==> src/rtl/qed_pkg.sv <==
// Shared types and constants for the quadrature encoder debounce unit.
package qed_pkg;

   typedef enum logic [1:0] {
      CMD_TICK          = 2'd0,
      CMD_READ_DELTA    = 2'd1,
      CMD_READ_PRESSES  = 2'd2,
      CMD_READ_RELEASES = 2'd3
   } qed_cmd_type;

   localparam logic [1:0] CsrReverse       = 2'd0;
   localparam logic [1:0] CsrAbStable      = 2'd1;
   localparam logic [1:0] CsrButtonStable  = 2'd2;

   localparam logic [1:0] LinesIdle = 2'b11;
   localparam logic signed [3:0] FullDetent = 4'sd4;

   localparam logic signed [31:0] DeltaMax = 32'sh7FFF_FFFF;
   localparam logic signed [31:0] DeltaMin = 32'sh8000_0000;
   localparam logic [31:0]        CountMax = 32'hFFFF_FFFF;

   // Quarter-step weight, indexed by {previous lines, new lines}.
   localparam logic signed [3:0] QuarterTable [16] = '{
       4'sd0, -4'sd1,  4'sd1,  4'sd0,
       4'sd1,  4'sd0,  4'sd0, -4'sd1,
      -4'sd1,  4'sd0,  4'sd0,  4'sd1,
       4'sd0,  4'sd1, -4'sd1,  4'sd0
   };

   typedef struct packed {
      logic inc;
      logic dec;
   } qed_step_type;

endpackage

==> src/rtl/quadrature_encoder_debounce_unit.sv <==
// Quadrature encoder decoder with line and button debounce.
//
// Each transaction on the req_ side is a sample tick or a read-and-clear
// command, and it yields exactly one transaction on the rsp_ side. One item
// is accepted per clock cycle while rsp_tready does not stall the result;
// its result passes the input register and then the result register. All
// state updates for an item lie between those registers, so the rate is
// set only by rsp_tready. Encoder lines must hold for ab_stable_ticks ticks
// before decoding, which starts once both lines read high; a full detent
// moves a saturating signed delta by one. The button is debounced on both
// edges and drives saturating press and release counters. On a tick the
// result shows state after the tick; on a read it shows values before the
// named counter is cleared. Configuration writes take effect at once and
// are meant to be made while the block is idle.
module quadrature_encoder_debounce_unit (
   input  logic         clock,
   input  logic         reset,
   // request channel
   input  logic         req_tvalid,
   output logic         req_tready,
   input  logic [7:0]   req_tdata,   // [1:0] lines_ab, [2] button_level
   input  logic [1:0]   req_tuser,   // [1:0] cmd
   // response channel
   output logic         rsp_tvalid,
   input  logic         rsp_tready,
   output logic [103:0] rsp_tdata,   // [31:0] delta, [63:32] press_count,
                                     // [95:64] release_count, [96] button_down
   // configuration write port
   input  logic         csr_we,
   input  logic [1:0]   csr_index,
   input  logic [7:0]   csr_wdata
);

   // configuration
   logic       reverse_ff;
   logic [7:0] ab_stable_ff;
   logic [7:0] btn_stable_ff;

   // input register
   logic                 s1_valid_ff;
   qed_pkg::qed_cmd_type s1_cmd_ff;
   logic [1:0]           s1_ab_ff;
   logic                 s1_level_ff;

   // block state
   logic signed [31:0] delta_ff, delta_in;
   logic [31:0]        press_ff, press_in;
   logic [31:0]        release_ff, release_in;
   logic               btn_ff, btn_in;
   logic [7:0]         btn_cnt_ff, btn_cnt_in;

   // result register
   logic               rsp_valid_ff;
   logic signed [31:0] out_delta_ff, out_delta_in;
   logic [31:0]        out_press_ff, out_press_in;
   logic [31:0]        out_release_ff, out_release_in;
   logic               out_btn_ff;

   logic                 advance;
   logic                 tick;
   qed_pkg::qed_step_type step;

   assign advance    = s1_valid_ff && (!rsp_valid_ff || rsp_tready);
   assign req_tready = !s1_valid_ff || advance;
   assign tick       = advance && (s1_cmd_ff == qed_pkg::CMD_TICK);

   qed_line_decoder u_line_decoder (
      .clock        (clock),
      .reset        (reset),
      .sample_en    (tick),
      .lines_ab     (s1_ab_ff),
      .stable_ticks (ab_stable_ff),
      .reverse      (reverse_ff),
      .step         (step)
   );

   always_comb begin
      delta_in       = delta_ff;
      press_in       = press_ff;
      release_in     = release_ff;
      btn_in         = btn_ff;
      btn_cnt_in     = btn_cnt_ff;
      out_delta_in   = delta_ff;
      out_press_in   = press_ff;
      out_release_in = release_ff;
      if (advance) begin
         unique case (s1_cmd_ff)
            qed_pkg::CMD_TICK: begin
               if (step.inc && (delta_ff != qed_pkg::DeltaMax)) begin
                  delta_in = delta_ff + 32'sd1;
               end else if (step.dec && (delta_ff != qed_pkg::DeltaMin)) begin
                  delta_in = delta_ff - 32'sd1;
               end
               if (s1_level_ff == btn_ff) begin
                  btn_cnt_in = '0;
               end else begin
                  btn_cnt_in = btn_cnt_ff + 8'd1;
                  if (btn_cnt_in >= btn_stable_ff) begin
                     btn_cnt_in = '0;
                     btn_in     = s1_level_ff;
                     if (s1_level_ff) begin
                        if (press_ff != qed_pkg::CountMax) press_in = press_ff + 32'd1;
                     end else begin
                        if (release_ff != qed_pkg::CountMax) begin
                           release_in = release_ff + 32'd1;
                        end
                     end
                  end
               end
               // show post-tick state
               out_delta_in   = delta_in;
               out_press_in   = press_in;
               out_release_in = release_in;
            end
            qed_pkg::CMD_READ_DELTA:    delta_in   = '0;
            qed_pkg::CMD_READ_PRESSES:  press_in   = '0;
            qed_pkg::CMD_READ_RELEASES: release_in = '0;
            default: ;
         endcase
      end
   end

   always_ff @(posedge clock) begin
      if (reset) begin
         reverse_ff    <= 1'b0;
         ab_stable_ff  <= 8'd2;
         btn_stable_ff <= 8'd20;
      end else if (csr_we) begin
         unique case (csr_index)
            qed_pkg::CsrReverse:      reverse_ff    <= csr_wdata[0];
            qed_pkg::CsrAbStable:     ab_stable_ff  <= csr_wdata;
            qed_pkg::CsrButtonStable: btn_stable_ff <= csr_wdata;
            default: ;
         endcase
      end
   end

   always_ff @(posedge clock) begin
      if (reset) begin
         s1_valid_ff  <= 1'b0;
         rsp_valid_ff <= 1'b0;
         delta_ff     <= '0;
         press_ff     <= '0;
         release_ff   <= '0;
         btn_ff       <= 1'b0;
         btn_cnt_ff   <= '0;
      end else begin
         if (req_tvalid && req_tready) begin
            s1_valid_ff <= 1'b1;
         end else if (advance) begin
            s1_valid_ff <= 1'b0;
         end
         if (advance) begin
            rsp_valid_ff <= 1'b1;
         end else if (rsp_tready) begin
            rsp_valid_ff <= 1'b0;
         end
         delta_ff   <= delta_in;
         press_ff   <= press_in;
         release_ff <= release_in;
         btn_ff     <= btn_in;
         btn_cnt_ff <= btn_cnt_in;
      end
   end

   // payload registers: load on accept, hold otherwise
   always_ff @(posedge clock) begin
      if (req_tvalid && req_tready) begin
         s1_cmd_ff   <= qed_pkg::qed_cmd_type'(req_tuser[1:0]);
         s1_ab_ff    <= req_tdata[1:0];
         s1_level_ff <= req_tdata[2];
      end
      if (advance) begin
         out_delta_ff   <= out_delta_in;
         out_press_ff   <= out_press_in;
         out_release_ff <= out_release_in;
         out_btn_ff     <= btn_in;
      end
   end

   assign rsp_tvalid = rsp_valid_ff;
   assign rsp_tdata  = {7'd0, out_btn_ff, out_release_ff, out_press_ff, out_delta_ff};

`ifndef SYNTHESIS
   a_step_exclusive: assert property (@(posedge clock) disable iff (reset)
      !(step.inc && step.dec))
      else $error("detent step both up and down");

   a_stage_holds: assert property (@(posedge clock) disable iff (reset)
      s1_valid_ff && !advance |=> s1_valid_ff)
      else $error("input register dropped a stalled transaction");

   a_press_monotonic: assert property (@(posedge clock) disable iff (reset)
      !(advance && (s1_cmd_ff == qed_pkg::CMD_READ_PRESSES)) |=>
      press_ff >= $past(press_ff))
      else $error("press counter decreased without a clear");

   a_idle_state_frozen: assert property (@(posedge clock) disable iff (reset)
      !advance |=> $stable(delta_ff) && $stable(btn_ff))
      else $error("state moved without a transaction");
`endif

endmodule

==> src/rtl/qed_line_decoder.sv <==
// Line debounce and four-phase detent decoder for the encoder lines.
module qed_line_decoder (
   input  logic               clock,
   input  logic               reset,
   input  logic               sample_en,
   input  logic [1:0]         lines_ab,
   input  logic [7:0]         stable_ticks,
   input  logic               reverse,
   output qed_pkg::qed_step_type step
);

   logic [1:0]        cand_ff, cand_in;
   logic [7:0]        cnt_ff, cnt_in;
   logic [1:0]        prev_ff, prev_in;
   logic              sync_ff, sync_in;
   logic signed [3:0] phase_ff, phase_in;
   logic signed [3:0] phase_sum;

   assign phase_sum = phase_ff + qed_pkg::QuarterTable[{prev_ff, lines_ab}];

   always_comb begin
      cand_in  = cand_ff;
      cnt_in   = cnt_ff;
      prev_in  = prev_ff;
      sync_in  = sync_ff;
      phase_in = phase_ff;
      step     = '0;
      if (sample_en) begin
         if (lines_ab != cand_ff) begin
            cand_in = lines_ab;
            cnt_in  = 8'd1;
         end else if (cnt_ff < stable_ticks) begin
            cnt_in = cnt_ff + 8'd1;
         end
         if (cnt_in >= stable_ticks) begin
            priority if (!sync_ff) begin
               prev_in  = lines_ab;
               phase_in = '0;
               sync_in  = (lines_ab == qed_pkg::LinesIdle);
            end else if (lines_ab == prev_ff) begin
               prev_in = prev_ff;
            end else if ((lines_ab ^ prev_ff) == 2'b11) begin
               // both lines moved: drop the partial count and resync
               prev_in  = lines_ab;
               phase_in = '0;
               sync_in  = (lines_ab == qed_pkg::LinesIdle);
            end else begin
               prev_in = lines_ab;
               if (lines_ab == qed_pkg::LinesIdle) begin
                  phase_in = '0;
                  step.inc = reverse ? (phase_sum == -qed_pkg::FullDetent)
                                     : (phase_sum == qed_pkg::FullDetent);
                  step.dec = reverse ? (phase_sum == qed_pkg::FullDetent)
                                     : (phase_sum == -qed_pkg::FullDetent);
               end else begin
                  phase_in = phase_sum;
               end
            end
         end
      end
   end

   always_ff @(posedge clock) begin
      if (reset) begin
         cand_ff  <= qed_pkg::LinesIdle;
         cnt_ff   <= '0;
         prev_ff  <= qed_pkg::LinesIdle;
         sync_ff  <= 1'b0;
         phase_ff <= '0;
      end else begin
         cand_ff  <= cand_in;
         cnt_ff   <= cnt_in;
         prev_ff  <= prev_in;
         sync_ff  <= sync_in;
         phase_ff <= phase_in;
      end
   end

endmodule
==> config.mk <==
export PLATFORM = sky130hd
export DESIGN_NAME = quadrature_encoder_debounce_unit
export DESIGN_NICKNAME = d
export VERILOG_FILES = /design/src/rtl/qed_pkg.sv /design/src/rtl/quadrature_encoder_debounce_unit.sv /design/src/rtl/qed_line_decoder.sv
export SDC_FILE = /design/constraint.sdc
export NUM_CORES = 1
export LEC_CHECK = 0
export ABC_AREA = 1
export BUFFER_PORTS_ARGS = -buffer_cell sky130_fd_sc_hd__buf_2
export CORE_MARGIN = 1.5
export CORE_UTILIZATION = 50
export DETAILED_ROUTE_END_ITERATION = 8
export GPL_TIMING_DRIVEN = 0
export HOLD_SLACK_MARGIN = 0.03
export PLACE_DENSITY = 0.69
export SLEW_MARGIN = 10
export SYNTH_ARGS = -nofsm -noshare
export SYNTH_HDL_FRONTEND = slang
export SYNTH_HIERARCHICAL = 1
export SYNTH_SLANG_ARGS = --single-unit
==> constraint.sdc <==
create_clock -name clock -period 5.9 [get_ports clock]
set_input_delay 0.885 -clock clock [delete_from_list [all_inputs] [get_ports clock]]
set_output_delay 0.885 -clock clock [all_outputs]
set_load 0.1 [all_outputs]
== Yosys cells after proc, flatten, opt, wreduce, memory -nomap -nowiden ==
Memories as Yosys holds them, arrays and structs flattened.
Index checks and enable logic that the tools add are counted.
Word-level totals
  register bits after elaboration: 243
  memory bits (read-only): 64
  output and inout bits: 106
  word-level logic and storage cells: 127
  memories kept: 1
Cells by class
  add/sub/neg operators: 7
  $lt $le $gt $ge: 4
  eq/ne operators: 17
  mux-type cells: 48
  bitwise gates (word level): 2
  reduce and logical (&&, ||, !) cells: 26
Memories
  (no name shown): words 16, width 4, rd ports 1, clocked after memory_dff 0, write ports 0, RTL line qed_line_decoder.sv:19  | assign phase_sum = phase_ff + qed_pkg::QuarterTable[{prev_ff, lines_ab}];
Operator list (count)
  $mux W32: 13
  $pmux W32 S2: 3
  $ne A32 B32 Y1 const B: 4
  $add A32 B1 Y32 const B: 2
  $mux W8: 5
  $add A32 B2 Y32 const B: 1
  $sub A32 B2 Y32 const B: 1
  $mux W4: 6
  $reduce_and A2 Y1: 9
  $add A8 B1 Y8 const B: 2
  $ge A8 B8 Y1: 2
  $mux W2: 8
  $mux W1: 13
  $eq A2 B2 Y1 const B: 5
  $reduce_bool A2 Y1: 5
  $lt A8 B8 Y1: 1
  $ge A5 B5 Y1 const B: 1
  $logic_and A1 B1 Y1: 5
  $not A4 Y5: 1
  $add A4 B4 Y4: 1
  $eq A2 B1 Y1 const B: 2
  $eq A4 B3 Y1 const B: 1
  $eq A4 B4 Y1 const B: 1
  $logic_not A2 Y1: 2
  other kinds (8): 10

== Longest topological paths before layout ==
Gate-level depths: netlist of run 1.
  depth in word-level cells: 17
  mapped depth: 30
  mapped depth without buffers: 29

== Hierarchy ==
The synthesis of run 1 kept the hierarchy.
By module, submodules not included
  quadrature_encoder_debounce_unit: times used 1, cells each 2057, area each 14107.3 sq um
  qed_line_decoder: times used 1, cells each 271, area each 1709.1 sq um

== Least setup slack after synthesis of run 1 ==
No wires, ideal clock.
  path type: in2reg
  from: input rsp_tready
  to: register delta_ff[20]
  library setup time: 0.138 ns
  data arrival time: 3.892 ns
  required time: 5.762 ns
  path slack: 1.870 ns
  cell stages on the path: 8
  buffers on the path: 1
  cell sequence: inv_1 nand2_1 nand2_1 inv_1 o21ai_1 clkbuf_1 nand2_1 a21oi_2
Between the ends
  cells in the longest elaborated chain, start to end: 8
  elaborated cells between the ends (all ways): 10
  those cells by class: 4 x mux; 6 x reduce/logical
RTL lines
  from (decl): RTL line quadrature_encoder_debounce_unit.sv:25  | input logic rsp_tready,
  $logic_or A1 B1 Y1 (*): RTL line quadrature_encoder_debounce_unit.sv:63  | assign advance = s1_valid_ff && (!rsp_valid_ff || rsp_tready);
  $logic_and A1 B1 Y1 (*): RTL line quadrature_encoder_debounce_unit.sv:63
  net advance: RTL line quadrature_encoder_debounce_unit.sv:59  | logic advance;
  $logic_and A1 B1 Y1: RTL line quadrature_encoder_debounce_unit.sv:65  | assign tick = advance && (s1_cmd_ff == qed_pkg::CMD_TICK);
  $mux W2: RTL line qed_line_decoder.sv:28  | if (sample_en) begin
  $logic_and A1 B1 Y1: RTL line quadrature_encoder_debounce_unit.sv:91  | end else if (step.dec && (delta_ff != qed_pkg::DeltaMin)) begin
  $mux W32: RTL line quadrature_encoder_debounce_unit.sv:91
  $mux W32: RTL line quadrature_encoder_debounce_unit.sv:89  | if (step.inc && (delta_ff != qed_pkg::DeltaMax)) begin
  $pmux W32 S2: RTL line quadrature_encoder_debounce_unit.sv:87  | unique case (s1_cmd_ff)
  to (signal assigned): RTL line quadrature_encoder_debounce_unit.sv:158  | delta_ff <= delta_in;
  to (decl): RTL line quadrature_encoder_debounce_unit.sv:46  | logic signed [31:0] delta_ff, delta_in;
The timed path passes the listed nets; every way through them passes the cells marked *.
A chain may end at the register's enable or synchronous reset.

==> results.toml, run 1 <==
[timing]
timing.final.crit_period_ns = 4.46
hold_violations = 0
hold_slack_ns = 0.457
peak_clock_frequency_supported_by_timing_mhz = 224
report.final.setup_viol = 0
finalSetupTns_ns = 0
slew_viol_final = 0
worst-slew-pin-transition_ns = 1.02
slew_headroom_pct = 31.6
finClkSkew_ns = 0.0232
timing.final.crit_share_pct = 75.6
grt_setup_unrepaired = "false"
postLayoutSetupSlackWorst_ns = 1.44

[global_route]
first_global_vias = 14800
antenna_found_initial = 0
wire_length_of_the_first_global_routing_pass_um = 77600
gr-usage-all-layers_pct = 29.6
grt.overflow.total = 0
largest_net_degree_at_the_start_of_global_routing = 57

[place]
place.detailed.instances = 2849
placed_wire_length_estimate_after_detailed_placement_um = 36800
routabilityCongestion = 1.01
placement.cell_area_um2 = 17000
port_buffers = 118
pre_cts_slack_ns = 1.59

[final_layout]
layout_commonest_cell = "sky130_fd_sc_hd__nand2_1"
final_area_um2 = 17900
antenna_cells = 0
mostFrequentLayoutCells = "sky130_fd_sc_hd__nand2_1, sky130_fd_sc_hd__nand3_1, sky130_fd_sc_hd__inv_1"
post-route-util_pct = 58.0
number_of_filler_cells_placed_in_the_layout = 2972
post_layout_nets = 2549
share_of_post_route_cells_with_drive_strength_above_1_pct = 13.0
post_layout_nonfiller_instances = 2899
synthToLayoutAreaGrowth_pct = 13.1

[worst_setup_path]
worst-setup-path-type = "flop to flop"
timing.critical_path.to_type = "flop"
timing.critical_path.fanout_max = 10
critical_path.max_stage_delay_ns = 0.46
startpoint_type = "flop"
crit_path_frequent_cell = "sky130_fd_sc_hd__nand2_1"
crit_path_max_delay_family = "simple AND/OR/NAND/NOR gates"
critPathSlowestCell = "sky130_fd_sc_hd__dfxtp_1"
cp.arrival_ns = 4.78
worstPathBufferInverterCount = 4
worstPathRequired_ns = 6.22

[synth]
number_of_enable_flip_flop_cells_after_synthesis = 102
post_synth_cell_types = 50
postSynth.asyncResetShare_pct = 0
muxShareOfSynthArea_pct = 0
top_reg_cell_synth = "sky130_fd_sc_hd__dfxtp_1"
postSynthRegisterBits = 243
yosysSeqAreaShare_pct = 37.2
ys.warnings.count = 6
synth-simple-area-share_pct = 37.4
synthesized_area_fraction_occupied_by_ao_oa_aoi_and_oai_cells_pct = 9.73
mappedNetlistArea_um2 = 15800
post_synthesis_mean_instance_area_um2 = 6.79
synth_top_family_by_area = "simple AND/OR/NAND/NOR gates"
adder_and_majority_gate_portion_of_the_synthesized_area_pct = 3.37
syn-instance-count = 2328
post_synth_xor_area_fraction_pct = 2.59

[floorplan]
boundaryPins = 131
die_width_um = 181
placementRows = 64
start_util_pct = 51.3
core-area_um2 = 30800
fp.dieArea_um2 = 32700
fp.dieH_um = 181

[pwr]
share_clk_of_total_power_pct = 43.4
design_power_total_mw = 4.07
power.internal_mw = 2.92
peakVddDrop_uv = 210
netSwitchingPower_mw = 1.15
seqPwrFrac_pct = 44.4
p_comb_share_pct = 12.2
pwr_density_cell_nw_per_um2 = 228
netSwitchingFraction_pct = 28.2
power_leakage_nw = 7.54

[hold_path]
kind_of_path_behind_the_tightest_hold_check = "flop to flop"

[routing]
drt-initial-drc-count = 1415
antenna_violating_nets_left = 0
detail_route.first_pass.iterations = 6
post-route-drc-count = 0
wl_per_cell_um = 16.8
routed_wirelength_um = 48700
dr_total_vias = 15800
routed_via_density = 5.44

[clock_tree]
clk_pin_slew_ns = 0.07
cts_sinks = 243
cts-root-to-sink-buffers = 3
cts-root-buf = "sky130_fd_sc_hd__clkbuf_16"
h-tree-depth = 1
clk-insertion-delay-late_ns = 0.55
cts-buffers-inserted = 27
cts-hold-fix-buffers = 0
cts_post_setup_buffers_inserted = 0
resize_count_post_cts = 0
tritoncts = "done"

[flow_run]
drv.max_cap_violation_count = 0

[outcome]
run_status = "finished clean"
==> power groups by stage <==
stage	sequential [mW]	clock (mW)	combinational (mW)
after global routing	1.81	1.86	0.523
final	1.81	1.77	0.496
after floorplan	2.07	0	0.160
after CTS	1.81	1.80	0.496
after global placement	1.85	0	0.486
after detailed placement	1.85	0	0.495
==> cell families after synthesis <==
| kind of cell | Yosys count |
|---|---|
| simple gates | 1367 |
| buf+inv | 337 |
| compound gates | 292 |
| flops | 243 |
| xor+xnor | 46 |
| fa+ha+maj | 42 |
| other cells | 1 |
==> state kept, by name (all words and copies together) (netlist names), 32 cells and up <==
signal / flops
press_ff: 32
out_delta_ff: 32
release_ff: 32
out_press_ff: 32
delta_ff: 32
out_release_ff: 32
==> tightest hold or removal path, stage by stage, from the launching register on <==
cell	delay, ns
sky130_fd_sc_hd__dfxtp_1	0.32
sky130_fd_sc_hd__nand2_1	0.05
sky130_fd_sc_hd__nand3_1	0.05
==> final timing paths <==
kind	start	to	slack (ns)	cells after the start
setup / recovery	u_line_decoder/cnt_ff[5]$_SDFFE_PP0P_	out_delta_ff[23]$_DFFE_PP_	1.44	25
hold / removal	ab_stable_ff[1]$_SDFFE_PP1P_	ab_stable_ff[1]$_SDFFE_PP1P_	0.46	2
setup reg to reg	u_line_decoder/cnt_ff[5]$_SDFFE_PP0P_	out_delta_ff[23]$_DFFE_PP_	1.44	25
hold reg to reg	ab_stable_ff[1]$_SDFFE_PP1P_	ab_stable_ff[1]$_SDFFE_PP1P_	0.46	2
==> per-layer routing <==
layer	track usage [%]	vias up	wire (um)
li1	-	7834	-
met1	39.4	7272	21500
met2	50.1	559	22600
met3	2.84	101	2970
met4	10.6	0	1650
met5	0	-	0
==> layout make-up <==
| class | count | area, um2 | area share [%] |
|---|---|---|---|
| clock buffers | 34 | 732 | 4.09 |
| clock inverters | 16 | 199 | 1.11 |
| multi-input cells | 1754 | 8420 | 47.1 |
| flip-flops and latches | 243 | 5890 | 32.9 |
| inverters | 222 | 838 | 4.69 |
| repair buffers | 119 | 618 | 3.46 |
| plain buffers | 115 | 697 | 3.90 |
| well taps | 396 | 495 | 2.77 |
==> cells in the mapped netlist (2+ instances only) <==
library cell | instances | area share (%)
sky130_fd_sc_hd__nor2_4 | 15 | 1.1
sky130_fd_sc_hd__o21ai_0 | 125 | 4.0
sky130_fd_sc_hd__or2_0 | 2 | 0.079
sky130_fd_sc_hd__nand2_4 | 2 | 0.14
sky130_fd_sc_hd__nand3_2 | 7 | 0.44
sky130_fd_sc_hd__nand4_1 | 30 | 1.2
sky130_fd_sc_hd__nand3b_1 | 6 | 0.28
sky130_fd_sc_hd__o21ai_2 | 2 | 0.11
sky130_fd_sc_hd__nand3_4 | 2 | 0.22
sky130_fd_sc_hd__nand3_1 | 225 | 7.1
sky130_fd_sc_hd__nor3b_1 | 2 | 0.095
sky130_fd_sc_hd__a21oi_2 | 10 | 0.55
sky130_fd_sc_hd__buf_2 | 27 | 0.85
sky130_fd_sc_hd__nand2_1 | 790 | 19
sky130_fd_sc_hd__nand2_2 | 14 | 0.55
sky130_fd_sc_hd__a21oi_1 | 121 | 3.8
sky130_fd_sc_hd__inv_2 | 11 | 0.26
sky130_fd_sc_hd__inv_1 | 209 | 5.0
sky130_fd_sc_hd__edfxtp_1 | 102 | 19
sky130_fd_sc_hd__xnor2_1 | 7 | 0.39
sky130_fd_sc_hd__clkbuf_1 | 47 | 1.1
sky130_fd_sc_hd__o21a_1 | 3 | 0.14
sky130_fd_sc_hd__ha_1 | 41 | 3.2
sky130_fd_sc_hd__buf_1 | 2 | 0.047
sky130_fd_sc_hd__and3_1 | 3 | 0.12
sky130_fd_sc_hd__or2_2 | 4 | 0.16
sky130_fd_sc_hd__nor4_1 | 5 | 0.20
sky130_fd_sc_hd__nor2_2 | 20 | 0.79
sky130_fd_sc_hd__o21ai_1 | 24 | 0.76
sky130_fd_sc_hd__nor2_1 | 200 | 4.7
sky130_fd_sc_hd__or2_1 | 2 | 0.079
sky130_fd_sc_hd__buf_6 | 21 | 1.5
sky130_fd_sc_hd__buf_4 | 17 | 0.81
sky130_fd_sc_hd__nor3_1 | 33 | 1.0
sky130_fd_sc_hd__o211ai_1 | 4 | 0.19
sky130_fd_sc_hd__xor2_1 | 38 | 2.1
sky130_fd_sc_hd__dfxtp_1 | 141 | 18
sky130_fd_sc_hd__nor3_2 | 2 | 0.13
No activity file was read; power rests on OpenSTA's default activity.
==> run 2, diff against run 1 <==
--- a/config.mk
+++ b/config.mk
@@ -5,14 +5,14 @@
 export SDC_FILE = /design/constraint.sdc
 export NUM_CORES = 1
 export LEC_CHECK = 0
-export ABC_AREA = 1
+export ABC_AREA = 0
 export BUFFER_PORTS_ARGS = -buffer_cell sky130_fd_sc_hd__buf_2
 export CORE_MARGIN = 1.5
 export CORE_UTILIZATION = 50
 export DETAILED_ROUTE_END_ITERATION = 8
 export GPL_TIMING_DRIVEN = 0
 export HOLD_SLACK_MARGIN = 0.03
-export PLACE_DENSITY = 0.69
+export PLACE_DENSITY = 0.72
 export SLEW_MARGIN = 10
 export SYNTH_ARGS = -nofsm -noshare
 export SYNTH_HDL_FRONTEND = slang
==> constraint.sdc (replaced) <==
create_clock -name clock -period 3.8 [get_ports clock]
set_input_delay 0.57 -clock clock [delete_from_list [all_inputs] [get_ports clock]]
set_output_delay 0.57 -clock clock [all_outputs]
set_load 0.1 [all_outputs]
==> run 2 against run 1 <==
Effect of this change: the flow now finishes with violations (setup timing); synthesized area shrank 14%; hold slack got worse by 0.24 ns; clock power rose by 44%; core utilization rose by 5.9 points; global-route usage fell by 2.8 points; sequential cell count unchanged; design area fell by 3.9%; clock skew fell by 0.011 ns; power increased by 48%; sequential power rose by 54%; die area decreased by 13%; cell count fell by 27%; largest power group unchanged.
==> results.toml, run 2 <==
[outcome]
run_status = "finished, violations left"
violations = "setup timing"

[worst_setup_path]
worstPathRequired_ns = 4.08
timing.critical_path.to_type = "flop"
critical_path.max_stage_delay_ns = 0.55
startpoint_type = "flop"
crit-reg2reg-launch = "ab_stable_ff[2]$_SDFFE_PP0P_"
worst-setup-path-type = "flop to flop"
regToRegEndpoint = "out_delta_ff[26]$_DFFE_PP_"
r2r.worst_path.cells = 19
startpoint = "ab_stable_ff[2]$_SDFFE_PP0P_"
crit_path_max_delay_family = "simple AND/OR/NAND/NOR gates"
critPathSlowestCell = "sky130_fd_sc_hd__or4_4"
cp.arrival_ns = 5.14
worstPathBufferInverterCount = 2
r2r_setup_slack_ns = -1.06
crit_chain = "inv_2 -> ha_4 -> a211oi_2 -> o21ai_2 -> a211o_4 -> or3_4 -> a21oi_4 -> ha_4 -> o211ai_1 -> nor2_4 -> a21oi_4 -> or4_4 -> nor2_4 -> o31ai_4 -> or4_4 -> buf_12 -> nor4_4 -> o21ai_1 -> xnor2_1"
timing.critical_path.fanout_max = 5

[timing]
timing.final.crit_period_ns = 4.86
slew_viol_final = 0
peak_clock_frequency_supported_by_timing_mhz = 206
grt_setup_unrepaired = "true"
slew_headroom_pct = 11.1
hold_violations = 0
worst-slew-pin-transition_ns = 1.32
report.final.setup_viol = 64
finalSetupTns_ns = -54.51
timing.final.crit_share_pct = 128
finClkSkew_ns = 0.0122
postLayoutSetupSlackWorst_ns = -1.06

[floorplan]
boundaryPins = 131
fp.dieArea_um2 = 28400
core-area_um2 = 26900
fp.dieH_um = 168
placementRows = 60
start_util_pct = 50.9
die_width_um = 168

[synth]
top_reg_cell_synth = "sky130_fd_sc_hd__dfxtp_1"
ys_top_cells_by_area = "sky130_fd_sc_hd__edfxtp_1, sky130_fd_sc_hd__dfxtp_1, sky130_fd_sc_hd__xnor2_1, sky130_fd_sc_hd__nand2_1, sky130_fd_sc_hd__ha_1"
postSynth.asyncResetShare_pct = 0
number_of_enable_flip_flop_cells_after_synthesis = 102
ys.warnings.count = 6
synth_top_area_cell = "sky130_fd_sc_hd__edfxtp_1"
syn-instance-count = 1528
post_synthesis_mean_instance_area_um2 = 8.95
yosys.cell_count.top_type = "sky130_fd_sc_hd__nand2_1"
synth_commonest_cells = "sky130_fd_sc_hd__nand2_1, sky130_fd_sc_hd__dfxtp_1, sky130_fd_sc_hd__nor2_1"
synth_top_area_share_pct = 22.4
post_synth_cell_types = 83
mappedNetlistArea_um2 = 13700
postSynthRegisterBits = 243
yosysSeqAreaShare_pct = 43.0

[global_route]
largest_net_degree_at_the_start_of_global_routing = 41
wire_length_of_the_first_global_routing_pass_um = 61500
gr-usage-all-layers_pct = 26.7
antenna_found_initial = 0
first_global_vias = 11900
grt.overflow.total = 0

[final_layout]
post_layout_nets = 1812
share_of_post_route_cells_with_drive_strength_above_1_pct = 24.5
post_layout_nonfiller_instances = 2106
layout_commonest_cell = "sky130_fd_sc_hd__nand2_1"
mostFrequentLayoutCells = "sky130_fd_sc_hd__nand2_1, sky130_fd_sc_hd__buf_2, sky130_fd_sc_hd__dfxtp_1"
number_of_filler_cells_placed_in_the_layout = 2195
antenna_cells = 0
final_area_um2 = 17200
synthToLayoutAreaGrowth_pct = 25.6

[clock_tree]
clk_pin_slew_ns = 0.06
tritoncts = "done"
cts_sinks = 243
cts-buffers-inserted = 26
cts-root-to-sink-buffers = 3
clk-insertion-delay-late_ns = 0.54
cts-hold-fix-buffers = 0
h-tree-depth = 1
cts-root-buf = "sky130_fd_sc_hd__clkbuf_16"

[pwr]
netSwitchingPower_mw = 1.66
netSwitchingFraction_pct = 27.5
share_clk_of_total_power_pct = 42.3
pwr_density_cell_nw_per_um2 = 351
peakVddDrop_uv = 273
seqPwrFrac_pct = 46.3
p_comb_share_pct = 11.5
power.internal_mw = 4.37
power_leakage_nw = 6.46

[routing]
routed_via_density = 6.15
drt-initial-drc-count = 1292
wl_per_cell_um = 19.2
post-route-drc-count = 0
detail_route.first_pass.iterations = 7
antenna_violating_nets_left = 0
routed_wirelength_um = 40400
dr_total_vias = 13000

[hold_path]
holdPathStages = 1
holdPathEnd = "s1_level_ff$_DFFE_PP_"
kind_of_path_behind_the_tightest_hold_check = "primary input to flop"
holdCritStartpoint = "req_tdata[2]"

[place]
port_buffers = 118
place.detailed.instances = 1995
routabilityCongestion = 0.947
placed_wire_length_estimate_after_detailed_placement_um = 26400
placement.cell_area_um2 = 14900
pre_cts_slack_ns = -1.56

[flow_run]
drv.max_cap_violation_count = 0
-- run 2: final cells by class --
class,count,area (um2),share of cell area (%)
Sequential cell,243,5910,34.4
Tap cell,341,427,2.48
Clock inverter,14,123,0.714
Inverter,45,183,1.06
Clock buffer,34,732,4.26
Buffer,101,517,3.01
Timing Repair Buffer,184,1210,7.06
Multi-Input combinational cell,1144,8080,47.0
-- run 2: power by group through the flow --
stage                     clock network [mW]  logic, mW  registers [mW]
final                                   2.55      0.691            2.79
after global routing                    2.69      0.717            2.79
after CTS                               2.59      0.676            2.79
after global placement                     0      0.650            2.85
after floorplan                            0      0.200            3.17
after detailed placement                   0      0.661            2.85
-- run 2: cells by family (layout without fill, tap and decap cells) --
kind of cell | after synthesis | count (layout) | synth area share [%]
xor gates and xnor gates | 109 | 109 | 7.08
muxes | 23 | 23 | 1.77
buffers and inverters | 148 | 378 | 4.67
other | 1 | 7 | 0.0274
DFF | 243 | 243 | 43.0
and+or+nand+nor | 626 | 626 | 23.9
AOI/OAI and AO/OA | 336 | 337 | 15.7
adders and majority gates | 42 | 42 | 3.90
-- run 2: layer usage --
metal,GRT usage [%],share of wire (%),vias up,wire [um]
li1,-,-,6037,-
met1,35.1,41,6179,16700
met2,44.8,48,610,19200
met3,3.83,7.7,133,3100
met4,10.1,3.5,0,1420
met5,0,0,-,0
-- run 2: stage by stage --
stage	utilization [%]	hold slack, ns	power (mW)
2_1_floorplan	-	0.445	3.37
3_3_place_gp	55.4	0.458	3.50
3_5_place_dp	55.5	0.460	3.51
4_1_cts	61.8	0.197	6.05
5_1_grt	63.9	0.199	6.20
6_report	63.9	0.215	6.03
-- run 2: worst max-delay path by stage --
stage,end,slack (ns),cells after the start
after global routing,out_delta_ff[26]$_DFFE_PP_,-1.17,19
after CTS,out_delta_ff[29]$_DFFE_PP_,-0.96,21
after global placement,out_delta_ff[26]$_DFFE_PP_,-2.06,19
after floorplan,out_delta_ff[29]$_DFFE_PP_,-1.01,18
final,out_delta_ff[26]$_DFFE_PP_,-1.06,19
after detailed placement,out_delta_ff[26]$_DFFE_PP_,-1.56,19
-- run 2: timing repair --
| action | in CTS | in global routing |
|---|---|---|
| gates resized for setup | 134 | 97 |
| setup buffers | 38 | 29 |
| endpoints found under the setup margin | 92 | 105 |
| gates cloned | 2 | 0 |
| pin swaps | 54 | 65 |
==> run 3, diff against run 2 <==
--- a/config.mk
+++ b/config.mk
@@ -7,12 +7,12 @@
 export LEC_CHECK = 0
 export ABC_AREA = 0
 export BUFFER_PORTS_ARGS = -buffer_cell sky130_fd_sc_hd__buf_2
-export CORE_MARGIN = 1.5
+export CORE_MARGIN = 2
 export CORE_UTILIZATION = 50
 export DETAILED_ROUTE_END_ITERATION = 8
 export GPL_TIMING_DRIVEN = 0
 export HOLD_SLACK_MARGIN = 0.03
-export PLACE_DENSITY = 0.72
+export PLACE_DENSITY = 0.82
 export SLEW_MARGIN = 10
 export SYNTH_ARGS = -nofsm -noshare
 export SYNTH_HDL_FRONTEND = slang
==> run 3 against run 2 <==
Effect of this change: clock power up 6%; critical path depth unchanged; setup slack improved by 0.034 ns; global-route usage decreased by 0.32 points; the flow still finishes with violations (setup timing); clock skew shrank 0.0028 ns; largest power group unchanged.
==> results.toml, run 3 (synthesis results as in run 2) <==
[global_route]
gr-usage-all-layers_pct = 26.4
antenna_found_initial = 0
largest_net_degree_at_the_start_of_global_routing = 39
wire_length_of_the_first_global_routing_pass_um = 62100
grt.overflow.total = 0
first_global_vias = 12300

[worst_setup_path]
worstPathRequired_ns = 4.10
worstPathBufferInverterCount = 1
regToRegEndpoint = "out_delta_ff[29]$_DFFE_PP_"
critPathSlowestCell = "sky130_fd_sc_hd__or4_4"
crit_chain = "ha_2 -> nor2_1 -> nor2_2 -> a211o_4 -> or3_1 -> a21oi_2 -> ha_4 -> o211ai_1 -> nor2_4 -> a21oi_4 -> or4_4 -> nor2b_4 -> inv_2 -> nor3_2 -> or4b_4 -> or4_4 -> o31ai_4 -> nand2_1 -> xnor2_1"
r2r_setup_slack_ns = -1.03
crit-reg2reg-launch = "u_line_decoder/cnt_ff[3]$_SDFFE_PP0P_"
crit_path_frequent_cell = "sky130_fd_sc_hd__or4_4"
timing.critical_path.fanout_max = 7
timing.critical_path.to_type = "flop"
crit_path_max_delay_family = "simple AND/OR/NAND/NOR gates"
worst-setup-path-type = "flop to flop"
r2r.worst_path.cells = 19
startpoint_type = "flop"
critical_path.max_stage_delay_ns = 0.49
startpoint = "u_line_decoder/cnt_ff[3]$_SDFFE_PP0P_"
cp.arrival_ns = 5.12

[floorplan]
die_width_um = 169
fp.dieArea_um2 = 28700
start_util_pct = 50.9
fp.dieH_um = 169
placementRows = 60
boundaryPins = 131
core-area_um2 = 26900

[flow_run]
drv.max_cap_violation_count = 0

[final_layout]
share_of_post_route_cells_with_drive_strength_above_1_pct = 21.9
number_of_filler_cells_placed_in_the_layout = 2216
synthToLayoutAreaGrowth_pct = 22.4
multiInputGateArea_um2 = 7840
antenna_cells = 0
mostFrequentLayoutCells = "sky130_fd_sc_hd__nand2_1, sky130_fd_sc_hd__buf_2, sky130_fd_sc_hd__dfxtp_1"
area.sequential_um2 = 5910
post_layout_nonfiller_instances = 2083
layout_commonest_cell = "sky130_fd_sc_hd__nand2_1"
post_layout_nets = 1788

[hold_path]
holdPathEnd = "s1_ab_ff[1]$_DFFE_PP_"
kind_of_path_behind_the_tightest_hold_check = "primary input to flop"
holdCritStartpoint = "req_tdata[1]"
holdPathStages = 1

[clock_tree]
tritoncts = "done"
clk_pin_slew_ns = 0.06
cts-hold-fix-buffers = 0
clk-insertion-delay-late_ns = 0.54
cts_sinks = 243
cts-root-to-sink-buffers = 3
cts-root-buf = "sky130_fd_sc_hd__clkbuf_16"
h-tree-depth = 1
cts-buffers-inserted = 27

[routing]
detail_route.first_pass.iterations = 6
post-route-drc-count = 0
dr_total_vias = 12900
drt-initial-drc-count = 1231
antenna_violating_nets_left = 0
routed_via_density = 6.18
wl_per_cell_um = 18.7
routed_wirelength_um = 38900

[timing]
finClkSkew_ns = 0.00940
slew_headroom_pct = 3.64
peak_clock_frequency_supported_by_timing_mhz = 207
timing.final.crit_share_pct = 127
report.final.setup_viol = 64
hold_violations = 0
worst-slew-pin-transition_ns = 1.43
grt_setup_unrepaired = "true"
timing.final.crit_period_ns = 4.83
postLayoutSetupSlackWorst_ns = -1.03
finalSetupTns_ns = -47.08
slew_viol_final = 0

[pwr]
p_comb_share_pct = 11.2
netSwitchingFraction_pct = 27.1
peakVddDrop_uv = 301
power.internal_mw = 4.51
share_clk_of_total_power_pct = 43.8
seqPwrFrac_pct = 45.1
power_leakage_nw = 6.21
pwr_density_cell_nw_per_um2 = 370
netSwitchingPower_mw = 1.68

[place]
placed_wire_length_estimate_after_detailed_placement_um = 26400
routabilityCongestion = 0.943
port_buffers = 118
place.detailed.instances = 1995

[outcome]
violations = "setup timing"
run_status = "finished, violations left"
## run 3: cell types whose count changed in the layout (fill, tap and decap cells not counted), sizes merged
cell	delta
buf	-25
inv	+1
clkinv	-1
bufinv	+2
## run 3: power by group through the flow
| stage | Clock (mW) | Combinational [mW] | Sequential, mW |
|---|---|---|---|
| 6_report | 2.71 | 0.692 | 2.79 |
| 5_1_grt | 2.86 | 0.720 | 2.79 |
| 4_1_cts | 2.73 | 0.673 | 2.79 |
| 3_5_place_dp | 0 | 0.660 | 2.85 |
| 3_3_place_gp | 0 | 0.647 | 2.85 |
| 2_1_floorplan | 0 | 0.200 | 3.17 |
## run 3: worst max-delay path by stage
stage,endpoint,slack (ns),depth (start not counted)
2_1_floorplan,out_delta_ff[29]$_DFFE_PP_,-1.01,18
3_3_place_gp,out_delta_ff[26]$_DFFE_PP_,-1.97,19
3_5_place_dp,out_delta_ff[26]$_DFFE_PP_,-1.52,21
4_1_cts,out_delta_ff[29]$_DFFE_PP_,-0.94,21
5_1_grt,out_delta_ff[29]$_DFFE_PP_,-1.16,19
6_report,out_delta_ff[29]$_DFFE_PP_,-1.03,19
## run 3: cell type report
class | instances | area share [%]
Clock buffer | 34 | 4.37
Tap cell | 341 | 2.55
Clock inverter | 16 | 1.09
Buffer | 101 | 3.07
Sequential cell | 243 | 35.3
Timing Repair Buffer | 159 | 5.65
Inverter | 45 | 1.11
Multi-Input combinational cell | 1144 | 46.8
## run 3: metrics by stage
stage / hold WS, ns / worst slack (ns) / instance area [um2] / util [%] / power, mW
floorplan: 0.445 / -1.01 / 13900 / - / 3.37
global placement: 0.460 / -1.97 / 14900 / 55.4 / 3.50
detailed placement: 0.477 / -1.52 / 14900 / 55.5 / 3.51
CTS: 0.193 / -0.939 / 16500 / 61.5 / 6.19
global route: 0.195 / -1.16 / 16700 / 62.3 / 6.37
finish: 0.201 / -1.03 / 16700 / 62.3 / 6.19
## run 3: what timing repair did
action	4_1_cts	5_1_grt
gates resized for setup	117	48
endpoints found under the setup margin	101	119
cloned	1	0
pin swaps	45	15
setup buffers	29	11
## run 3: per-layer routing
layer | up-vias | part of all wire, % | global-route usage, %
li1 | 6001 | - | -
met4 | 0 | 3.1 | 9.59
met2 | 642 | 47 | 44.7
met5 | - | 0 | 0
met1 | 6123 | 41 | 34.3
met3 | 115 | 8.9 | 4.31
